[src/rtl/core/pip_pkg.sv]
package pip_pkg;

    localparam int MAX_VERTICES = 16;
    localparam int MIN_FENCE    = 3;
    localparam int IDX_W        = $clog2(MAX_VERTICES);
    localparam int CNT_W        = 5;
    localparam int LAT_W        = 31;
    localparam int LON_W        = 32;
    localparam int PROD_W       = (LAT_W + 1) + (LON_W + 1);

    localparam int IN_IDX_LSB   = 0;
    localparam int IN_LAT_LSB   = IN_IDX_LSB + 4;
    localparam int IN_LON_LSB   = IN_LAT_LSB + LAT_W;
    localparam int IN_USED_W    = IN_LON_LSB + LON_W;
    localparam int IN_TDATA_W   = ((IN_USED_W + 7) / 8) * 8;
    localparam int OUT_TDATA_W  = 8;

    localparam logic OP_WRITE = 1'b0;
    localparam logic OP_QUERY = 1'b1;

    typedef struct packed {
        logic signed [LAT_W-1:0] lat;
        logic signed [LON_W-1:0] lon;
    } vertex_t;

    typedef struct packed {
        logic mul_en;
        logic sel_rhs;
    } edge_ctrl_t;

    typedef struct packed {
        logic straddle;
        logic below;
    } edge_stat_t;

    typedef enum logic [6:0] {
        ST_IDLE  = 7'b0000001,
        ST_LOAD  = 7'b0000010,
        ST_PREV  = 7'b0000100,
        ST_MUL_L = 7'b0001000,
        ST_MUL_R = 7'b0010000,
        ST_CMP   = 7'b0100000,
        ST_OUT   = 7'b1000000
    } state_t;

endpackage

[src/rtl/core/pip_vtx_mem.sv]
module pip_vtx_mem (
    input  logic                           aclk,
    input  logic                           we,
    input  logic [pip_pkg::IDX_W-1:0]      waddr,
    input  pip_pkg::vertex_t               wdata,
    input  logic                           re,
    input  logic [pip_pkg::IDX_W-1:0]      raddr,
    output pip_pkg::vertex_t               rdata
);
    import pip_pkg::*;

    vertex_t mem [MAX_VERTICES];

    always_ff @(posedge aclk) begin
        if (we) begin
            mem[waddr] <= wdata;
        end
    end

    always_ff @(posedge aclk) begin
        if (re) begin
            rdata <= mem[raddr];
        end
    end

endmodule

[src/rtl/core/pip_edge_unit.sv]
module pip_edge_unit (
    input  logic                aclk,
    input  pip_pkg::edge_ctrl_t ctrl,
    input  pip_pkg::vertex_t    pt,
    input  pip_pkg::vertex_t    cur,
    input  pip_pkg::vertex_t    prev,
    output pip_pkg::edge_stat_t stat
);
    import pip_pkg::*;

    logic signed [LAT_W:0]    da;
    logic signed [LAT_W:0]    db;
    logic signed [LON_W:0]    span;
    logic signed [LON_W:0]    dl;
    logic signed [LAT_W:0]    op_a;
    logic signed [LON_W:0]    op_b;
    logic signed [PROD_W-1:0] prod;
    logic signed [PROD_W-1:0] prod_reg;
    logic signed [PROD_W-1:0] lhs_reg;
    logic signed [LON_W-1:0]  pt_lon;
    logic signed [LON_W-1:0]  cur_lon;
    logic signed [LON_W-1:0]  prev_lon;

    assign pt_lon   = pt.lon;
    assign cur_lon  = cur.lon;
    assign prev_lon = prev.lon;

    assign da   = {pt.lat[LAT_W-1], pt.lat} - {cur.lat[LAT_W-1], cur.lat};
    assign db   = {prev.lat[LAT_W-1], prev.lat} - {cur.lat[LAT_W-1], cur.lat};
    assign span = {prev.lon[LON_W-1], prev.lon} - {cur.lon[LON_W-1], cur.lon};
    assign dl   = {pt.lon[LON_W-1], pt.lon} - {cur.lon[LON_W-1], cur.lon};

    // shared multiplier: lhs = da*span, then rhs = db*dl
    assign op_a = ctrl.sel_rhs ? db : da;
    assign op_b = ctrl.sel_rhs ? dl : span;
    assign prod = op_a * op_b;

    always_ff @(posedge aclk) begin
        if (ctrl.mul_en) begin
            prod_reg <= prod;
            if (ctrl.sel_rhs) begin
                lhs_reg <= prod_reg;
            end
        end
    end

    assign stat.straddle = (cur_lon > pt_lon) != (prev_lon > pt_lon);
    assign stat.below    = span[LON_W] ? (lhs_reg > prod_reg) : (lhs_reg < prod_reg);

endmodule

[src/rtl/core/point_in_polygon_test_top.sv]
// Point-in-polygon test, even-odd ray casting over a 16-entry vertex table.
// Input stream (s_*): s_tuser is the operation (0 writes a vertex, 1 queries
// a point); s_tdata carries the slot, latitude and longitude, degrees * 1e7.
// Result stream (m_*): one transaction per input transaction, carrying
// inside_res and fence_valid.
// Config channel (cfg_*): writes vertex_count; always ready. Write it only
// while the block is idle.
// Sequencing: a write, or a query with fewer than three vertices, goes
// straight to the output state after acceptance. A query over n vertices
// loads the table, then walks the edges on one shared 32x33 multiplier,
// two products and one compare per edge, and then writes the output.
// One transaction is in work at a time; s_tready is high only when idle.
// A finished result sits in the output register while the next input is
// taken; if the receiver stalls, the block holds the next result back and
// waits before going idle again.
// Reset clears vertex_count and the control state; table contents are
// undefined until written.
module point_in_polygon_test_top (
    input  logic                              aclk,
    input  logic                              aresetn,
    input  logic                              s_tvalid,
    output logic                              s_tready,
    // [3:0] vertex_index, [34:4] lat, [66:35] lon, [71:67] zero
    input  logic [pip_pkg::IN_TDATA_W-1:0]    s_tdata,
    // [0] operation
    input  logic                              s_tuser,
    output logic                              m_tvalid,
    input  logic                              m_tready,
    // [0] inside_res, [1] fence_valid, [7:2] zero
    output logic [pip_pkg::OUT_TDATA_W-1:0]   m_tdata,
    input  logic                              cfg_valid,
    output logic                              cfg_ready,
    input  logic [pip_pkg::CNT_W-1:0]         cfg_data
);
    import pip_pkg::*;

    state_t               state_reg, state_next;
    logic [CNT_W-1:0]     vertex_count_reg;
    logic [CNT_W-1:0]     n_sat;
    logic [CNT_W-1:0]     n_minus1;
    logic                 fence_ok;
    logic [IDX_W-1:0]     i_reg, i_next;
    logic                 inside_reg, inside_next;
    logic                 fence_reg, fence_next;
    vertex_t              pt_reg, pt_next;
    vertex_t              prev_reg, prev_next;
    logic                 m_tvalid_reg, m_tvalid_next;
    logic [1:0]           m_bits_reg, m_bits_next;
    logic                 s_accept;
    logic                 last_edge;
    vertex_t              in_vtx;
    logic [IDX_W-1:0]     in_idx;
    logic                 mem_we;
    logic                 mem_re;
    logic [IDX_W-1:0]     mem_raddr;
    vertex_t              rd_vtx;
    edge_ctrl_t           ectrl;
    edge_stat_t           estat;

    assign cfg_ready = 1'b1;

    always_ff @(posedge aclk) begin
        if (!aresetn) begin
            vertex_count_reg <= '0;
        end else if (cfg_valid && cfg_ready) begin
            vertex_count_reg <= cfg_data;
        end
    end

    assign n_sat     = (vertex_count_reg > CNT_W'(MAX_VERTICES)) ? CNT_W'(MAX_VERTICES)
                                                                : vertex_count_reg;
    assign n_minus1  = n_sat - CNT_W'(1);
    assign fence_ok  = n_sat >= CNT_W'(MIN_FENCE);
    assign last_edge = ({1'b0, i_reg} == n_minus1);

    assign s_tready   = (state_reg == ST_IDLE);
    assign s_accept   = s_tvalid && s_tready;
    assign in_idx     = s_tdata[IN_IDX_LSB +: IDX_W];
    assign in_vtx.lat = s_tdata[IN_LAT_LSB +: LAT_W];
    assign in_vtx.lon = s_tdata[IN_LON_LSB +: LON_W];
    assign mem_we     = s_accept && (s_tuser == OP_WRITE);

    pip_vtx_mem u_mem (
        .aclk  (aclk),
        .we    (mem_we),
        .waddr (in_idx),
        .wdata (in_vtx),
        .re    (mem_re),
        .raddr (mem_raddr),
        .rdata (rd_vtx)
    );

    pip_edge_unit u_edge (
        .aclk (aclk),
        .ctrl (ectrl),
        .pt   (pt_reg),
        .cur  (rd_vtx),
        .prev (prev_reg),
        .stat (estat)
    );

    always_comb begin
        state_next    = state_reg;
        i_next        = i_reg;
        inside_next   = inside_reg;
        fence_next    = fence_reg;
        pt_next       = pt_reg;
        prev_next     = prev_reg;
        m_tvalid_next = m_tvalid_reg && !m_tready;
        m_bits_next   = m_bits_reg;
        mem_re        = 1'b0;
        mem_raddr     = i_reg;
        ectrl         = '0;
        case (state_reg)
            ST_IDLE: begin
                if (s_accept) begin
                    pt_next    = in_vtx;
                    fence_next = fence_ok;
                    if (s_tuser == OP_QUERY && fence_ok) begin
                        inside_next = 1'b0;
                        state_next  = ST_LOAD;
                    end else begin
                        inside_next = (s_tuser == OP_QUERY);
                        state_next  = ST_OUT;
                    end
                end
            end
            ST_LOAD: begin
                mem_re     = 1'b1;
                mem_raddr  = n_minus1[IDX_W-1:0];
                state_next = ST_PREV;
            end
            ST_PREV: begin
                prev_next  = rd_vtx;
                mem_re     = 1'b1;
                mem_raddr  = '0;
                i_next     = '0;
                state_next = ST_MUL_L;
            end
            ST_MUL_L: begin
                ectrl.mul_en = 1'b1;
                state_next   = ST_MUL_R;
            end
            ST_MUL_R: begin
                ectrl.mul_en  = 1'b1;
                ectrl.sel_rhs = 1'b1;
                state_next    = ST_CMP;
            end
            ST_CMP: begin
                if (estat.straddle && estat.below) begin
                    inside_next = !inside_reg;
                end
                prev_next = rd_vtx;
                if (last_edge) begin
                    state_next = ST_OUT;
                end else begin
                    i_next     = i_reg + IDX_W'(1);
                    mem_re     = 1'b1;
                    mem_raddr  = i_reg + IDX_W'(1);
                    state_next = ST_MUL_L;
                end
            end
            ST_OUT: begin
                if (!m_tvalid_reg || m_tready) begin
                    m_tvalid_next = 1'b1;
                    m_bits_next   = {fence_reg, inside_reg};
                    state_next    = ST_IDLE;
                end
            end
            default: begin
                state_next = ST_IDLE;
            end
        endcase
    end

    always_ff @(posedge aclk) begin
        if (!aresetn) begin
            state_reg    <= ST_IDLE;
            m_tvalid_reg <= 1'b0;
        end else begin
            state_reg    <= state_next;
            m_tvalid_reg <= m_tvalid_next;
        end
    end

    always_ff @(posedge aclk) begin
        i_reg      <= i_next;
        inside_reg <= inside_next;
        fence_reg  <= fence_next;
        pt_reg     <= pt_next;
        prev_reg   <= prev_next;
        m_bits_reg <= m_bits_next;
    end

    assign m_tvalid = m_tvalid_reg;
    assign m_tdata  = {{(OUT_TDATA_W-2){1'b0}}, m_bits_reg};

    a_load_needs_fence: assert property (@(posedge aclk) disable iff (!aresetn)
        (state_reg == ST_LOAD) |-> fence_ok)
        else $error("edge walk started without a valid fence");

    a_edge_in_range: assert property (@(posedge aclk) disable iff (!aresetn)
        (state_reg == ST_CMP) |-> ({1'b0, i_reg} < n_sat))
        else $error("edge index beyond vertex count");

    a_query_starts_walk: assert property (@(posedge aclk) disable iff (!aresetn)
        (s_accept && s_tuser == OP_QUERY && fence_ok) |=> (state_reg == ST_LOAD))
        else $error("query with valid fence did not start edge walk");

    a_out_delivers: assert property (@(posedge aclk) disable iff (!aresetn)
        (state_reg == ST_OUT && (!m_tvalid_reg || m_tready))
        |=> (m_tvalid && state_reg == ST_IDLE))
        else $error("result not presented after finish");

endmodule
[config.mk]
export PLATFORM = sky130hd
export DESIGN_NAME = point_in_polygon_test_top
export DESIGN_NICKNAME = d
export VERILOG_FILES = /design/src/rtl/core/pip_pkg.sv /design/src/rtl/core/pip_vtx_mem.sv /design/src/rtl/core/pip_edge_unit.sv /design/src/rtl/core/point_in_polygon_test_top.sv
export SDC_FILE = /design/constraint.sdc
export NUM_CORES = 2
export LEC_CHECK = 0
export BUFFER_PORTS_ARGS = -buffer_cell sky130_fd_sc_hd__buf_4
export CAP_MARGIN = 0
export CORE_MARGIN = 5
export CORE_UTILIZATION = 45
export DETAILED_ROUTE_END_ITERATION = 8
export PLACE_DENSITY = 0.6
export SYNTH_ARGS = -nofsm -noshare
export SYNTH_HDL_FRONTEND = slang
export SYNTH_HIERARCHICAL = 1
export SYNTH_SLANG_ARGS = --single-unit
[constraint.sdc]
create_clock -name aclk -period 35.4 [get_ports aclk]
set_clock_uncertainty 0.15 [all_clocks]
set_input_delay 3.54 -clock aclk [delete_from_list [all_inputs] [get_ports aclk]]
set_output_delay 3.54 -clock aclk [all_outputs]
set_load 0.05 [all_outputs]
== After elaboration in Yosys (flattened, before gate mapping) ==
Memories as Yosys holds them, arrays and structs flattened. A register that Yosys moved wholly into a read port is not among the register bits.
Index checks and enable logic that the tools add are counted.

* Flip-flop bits (word level): 277
* RAM bits: 1008
* Input port bits: 83
* Memories kept: 1

{| class="wikitable"
|+ Memory list
! memory !! words !! width !! rd ports !! clocked after Yosys merged registers in !! wr ports !! line !! source
|-
| u_mem.mem || 16 || 63 || 1 || 1 || 1 || pip_vtx_mem.sv:12 || <nowiki>vertex_t mem [MAX_VERTICES];</nowiki>
|}

* $add $sub $neg: 6
* Multiply operators: 1
* Magnitude comparators: 6
* Equal/unequal tests: 12
* Mux-type cells: 24
* Bitwise gates (word level): 1
* Reduce and logical (&&, ||, !) cells: 19

{| class="wikitable"
|+ Operators with widths
! cell !! count
|-
| $sub 32x32->33 || 2
|-
| $gt 65x65->1 || 1
|-
| $lt 65x65->1 || 1
|-
| $mul 32x33->65 || 1
|-
| $gt 32x32->1 || 2
|-
| $sub 31x31->32 || 2
|-
| $pmux 7 s7 || 1
|-
| $mux 33 || 1
|-
| $mux 32 || 1
|-
| $mux 7 || 4
|-
| $pmux 4 s3 || 1
|-
| $mux 1 || 11
|-
| $pmux 4 s2 || 1
|-
| $reduce_and 2->1 || 4
|-
| $eq 7x1->1 const B || 1
|-
| $eq 7x2->1 const B || 1
|-
| $eq 7x3->1 const B || 1
|-
| $eq 7x4->1 const B || 1
|-
| $eq 7x5->1 const B || 1
|-
| $eq 7x6->1 const B || 1
|-
| $eq 7x7->1 const B || 1
|-
| $reduce_or 2->1 || 3
|-
| $eq 4x5->1 || 1
|-
| $ge 5x2->1 const B || 1
|-
| 15 further kinds || 24
|}

== Logic depth before layout (Yosys ltp) ==
* Depth in word-level cells: 7
* Depth in mapped cells: 50
* Depth with buffers taken out: 43

== Hierarchy ==
Netlist, hierarchy kept.

{| class="wikitable"
|+ By module, submodules not included
! module !! instances !! cells an instance !! area an instance (µm²) !! seq. area each (µm²)
|-
| pip_edge_unit || 1 || 5308 || 48405.2 || 3903.7
|-
| pip_vtx_mem || 1 || 1622 || 39620.5 || 32160.8
|-
| point_in_polygon_test_top || 1 || 292 || 5201.2 || 4284.1
|}

== Worst setup path before layout ==
OpenSTA, ideal clock, no wires.

* Path kind: register -> register
* Start: register state_reg[2]
* End: register u_edge.prod_reg[59] (data pin)
* Setup time: 260 ps
* Data arrival time: 11997 ps
* Required time: 34990 ps
* Slack: 22993 ps
* Cell stages (with the launch flop): 50
* Clock period less this slack: 12407 ps
* Cell sequence: dfxtp_1 clkbuf_1 or3_1 or3_1 nor2_1 clkbuf_1 buf_1 buf_1 clkbuf_1 mux2i_1 ha_1 inv_1 fa_1 a211oi_1 o21ai_0 o211ai_1 nand2b_1 a21o_1 [14 not listed] fa_1 inv_1 fa_1 inv_1 fa_1 inv_1 ha_1 clkbuf_1 and2_1 a221o_1 a221oi_1 nor3_1 nor3_2 o311a_1 o2111ai_1 a221o_1 a31oi_1 xnor2_1

{| class="wikitable"
|+ RTL lines
! item !! line !! source
|-
| start: declaration || point_in_polygon_test_top.sv:37 || <nowiki>state_t state_reg, state_next;</nowiki>
|-
| start signal: assignment || point_in_polygon_test_top.sv:181 || <nowiki>state_reg <= state_next;</nowiki>
|-
| end signal: assignment || pip_edge_unit.sv:40 || <nowiki>prod_reg <= prod;</nowiki>
|-
| end: declaration || pip_edge_unit.sv:18 || <nowiki>logic signed [PROD_W-1:0] prod_reg;</nowiki>
|}

==> flow_metrics.py <==
metrics = {
    "timing": {
        "slew_headroom_pct": 4.783,
        "finalSetupTns_ns": 0,
        "post-route-period-util_pct": 40.02,
        "finalSetupViolCount": 0,
        "rsz0062_at_grt": "no",
        "finalMaxSlewViolations": 0,
        "finalCriticalPeriod_ns": 14.17,
        "hold_viol": 0,
        "fmax_mhz": 70.59,
        "worst_pin_slew_ns": 1.401,
    },
    "yosys": {
        "ys_types": 80,
        "syn_area_per_cell_um2": 12.91,
        "yosysMostFrequentCell": "edfxtp_1",
        "synth_cells": 7222,
        "synth_edf_count": 1335,
        "yosys-top-cells-count": "edfxtp_1, inv_1, fa_1",
        "synth-async-reset-ratio_pct": 0,
        "ys.flop_type": "edfxtp_1",
        "yosys_warnings": 6,
        "synth_top_cell_by_area": "edfxtp_1",
        "ys_seq_area_share_pct": 43.28,
        "synth_area_leaders": "edfxtp_1, fa_1, mux4_2, inv_1, ha_1",
        "syn_area_um2": 93230,
        "synth.top_cell.area_share_pct": 43.00,
        "ys_ff_latch": 1348,
    },
    "placement": {
        "gp_congestion": 0.9154,
        "port-buffer-count": 81,
        "hpwl_mm": 171.5,
        "dpl-instance-area_um2": 97600,
    },
    "clock_tree": {
        "clk_latency_ns": 0.84,
        "clkSlewWorstSetupHoldPaths_ns": 0.06,
        "holdBufCountCts": 0,
        "cts_setup_buffers": 0,
        "cts_buffers": 141,
        "clockRootBuffer": "clkbuf_16",
        "cts_resized": 0,
        "cts_sinks": 1348,
        "cts_buffer_depth": 3,
        "cts_tree": "yes",
        "h-tree-depth": 4,
    },
    "floorplan": {
        "num_io_pins": 94,
        "core_area_um2": 206700,
        "dieArea_um2": 216400,
        "rows": 167,
        "die_y_um": 465.2,
        "fp.dieW_um": 465.2,
        "start_util_pct": 45.11,
    },
    "flow_run": {
        "drv_cap": 0,
    },
    "critical_path": {
        "arrival_ns": 14.55,
        "cp_common_cell": "fa_1",
        "cp.required_ns": 35.78,
        "critical_path_buf_inv_count": 8,
        "crit_type": "reg -> reg",
        "r2r-end": "u_edge/prod_reg[59]$_DFFE_PP_",
        "critPathCaptureType": "flop",
        "reg2reg_depth": 43,
        "cp_slowest_cell": "xor2_4",
        "cp_num_cells": 43,
        "cp-start-kind": "flop",
        "max_stage_delay_ns": 0.83,
        "r2r_slack_ns": 21.23,
        "cp_top_family": "adder cells",
        "critPathMaxFanout": 29,
        "r2r_start": "state_reg[1]$_SDFFE_PN0P_",
    },
    "cells_and_area": {
        "final_cell_area_um2": 102200,
        "area_growth_pct": 9.666,
        "layout-drive-gt1-share_pct": 11.20,
        "largest_register_ffs": 1008,
        "nNetsFinal": 8880,
        "fin_util_pct": 49.47,
    },
    "routing": {
        "dr.pass1.iters": 6,
        "drc": 0,
        "final_antenna_net_count": 0,
        "vias_per_cell": 5.609,
        "drt_iter0_markers": 4977,
        "dr_total_vias": 56770,
        "wirelength_mm": 251.6,
        "wl_per_cell_um": 24.85,
    },
    "global_routing": {
        "antenna_found_initial": 21,
        "grtUsageTotal_pct": 23.57,
        "grt_max_degree": 130,
        "gr-total-overflow": 0,
        "grt_pass1_vias": 60250,
        "grt_first_pass_wirelength_mm": 382.4,
    },
    "hold_path": {
        "min_to": "u_edge/lhs_reg[7]$_DFFE_PP_",
        "hp-start": "u_edge/prod_reg[7]$_DFFE_PP_",
        "holdPathStages": 0,
        "hold_path.class": "reg -> reg",
    },
    "run_status": {
        "status": "complete, no violations",
    },
}
-- cell families after synthesis --
logic type	Yosys count	share of synthesized area (%)
other	2	0.008056
buffers and inverters	1579	6.615
and+or+nand+nor	1596	7.379
AOI/OAI and AO/OA	676	4.798
muxes	335	7.046
xor gates and xnor gates	188	1.790
DFF	1348	43.28
adders and majority gates	1498	29.08
-- worst max path at each step --
stage | from | to | slack, ns
2_1_floorplan | state_reg[2]$_SDFFE_PN0P_ | u_edge/prod_reg[59]$_DFFE_PP_ | 22.99
3_3_place_gp | state_reg[1]$_SDFFE_PN0P_ | u_edge/prod_reg[59]$_DFFE_PP_ | 21.26
3_5_place_dp | state_reg[1]$_SDFFE_PN0P_ | u_edge/prod_reg[59]$_DFFE_PP_ | 21.21
4_1_cts | state_reg[1]$_SDFFE_PN0P_ | u_edge/prod_reg[59]$_DFFE_PP_ | 21.19
5_1_grt | state_reg[1]$_SDFFE_PN0P_ | u_edge/prod_reg[59]$_DFFE_PP_ | 20.65
6_report | state_reg[1]$_SDFFE_PN0P_ | u_edge/prod_reg[59]$_DFFE_PP_ | 21.23
-- stage by stage --
| step | hold slack, ns | setup slack (ns) | cells |
|---|---|---|---|
| floorplan | 0.2503 | 22.99 | 7227 |
| global placement | 0.2581 | 21.26 | 9860 |
| detailed placement | 0.2580 | 21.21 | 9860 |
| CTS | 0.2430 | 21.19 | 10110 |
| global route | 0.2623 | 20.65 | 10110 |
| finish | 0.2445 | 21.23 | 10120 |
-- area by class of cell --
cell class                 count  area (um^2)
inverter                    1281         4810
antenna                        9        22.52
fill                       17800       104400
sequential                  1348        40350
tap                         2704         3383
timing repair buffer         227         1729
clock buffer                 170         3637
multi-input combinational   4300        47330
clock inverter                82        974.7
-- cell usage in the layout (no fill, tap or decap), types with 128 or more instances in the layout --
cell type	n
edfxtp_1	1335
inv_1	1279
fa_1	1115
nand2_1	759
nor2_1	456
ha_1	383
mux4_2	252
buf_4	225
a21oi_1	171
clkbuf_16	141
a22oi_1	128
-- layer usage --
layer	share of wire (%)	vias to the layer above	global-route usage, %
met5	0.041	-	0
met4	3.4	18	7.652
met3	8.8	492	5.622
met2	47	2357	37.70
met1	41	29660	32.07
li1	-	24240	-
-- worst reg2reg max path: cells and delay by family, from the launching register on --
kind | cells | cell delay, ns
muxes | 1 | 0.39
xor gates and xnor gates | 2 | 0.91
buffers and inverters | 8 | 0.79
adders and majority gates | 11 | 4.80
and+or+nand+nor | 8 | 2.20
DFF | 1 | 0.43
AOI/OAI and AO/OA | 13 | 4.23
Power is not shown: default switching activity piles up to over one toggle a cycle in this logic, so the estimate is an artifact.
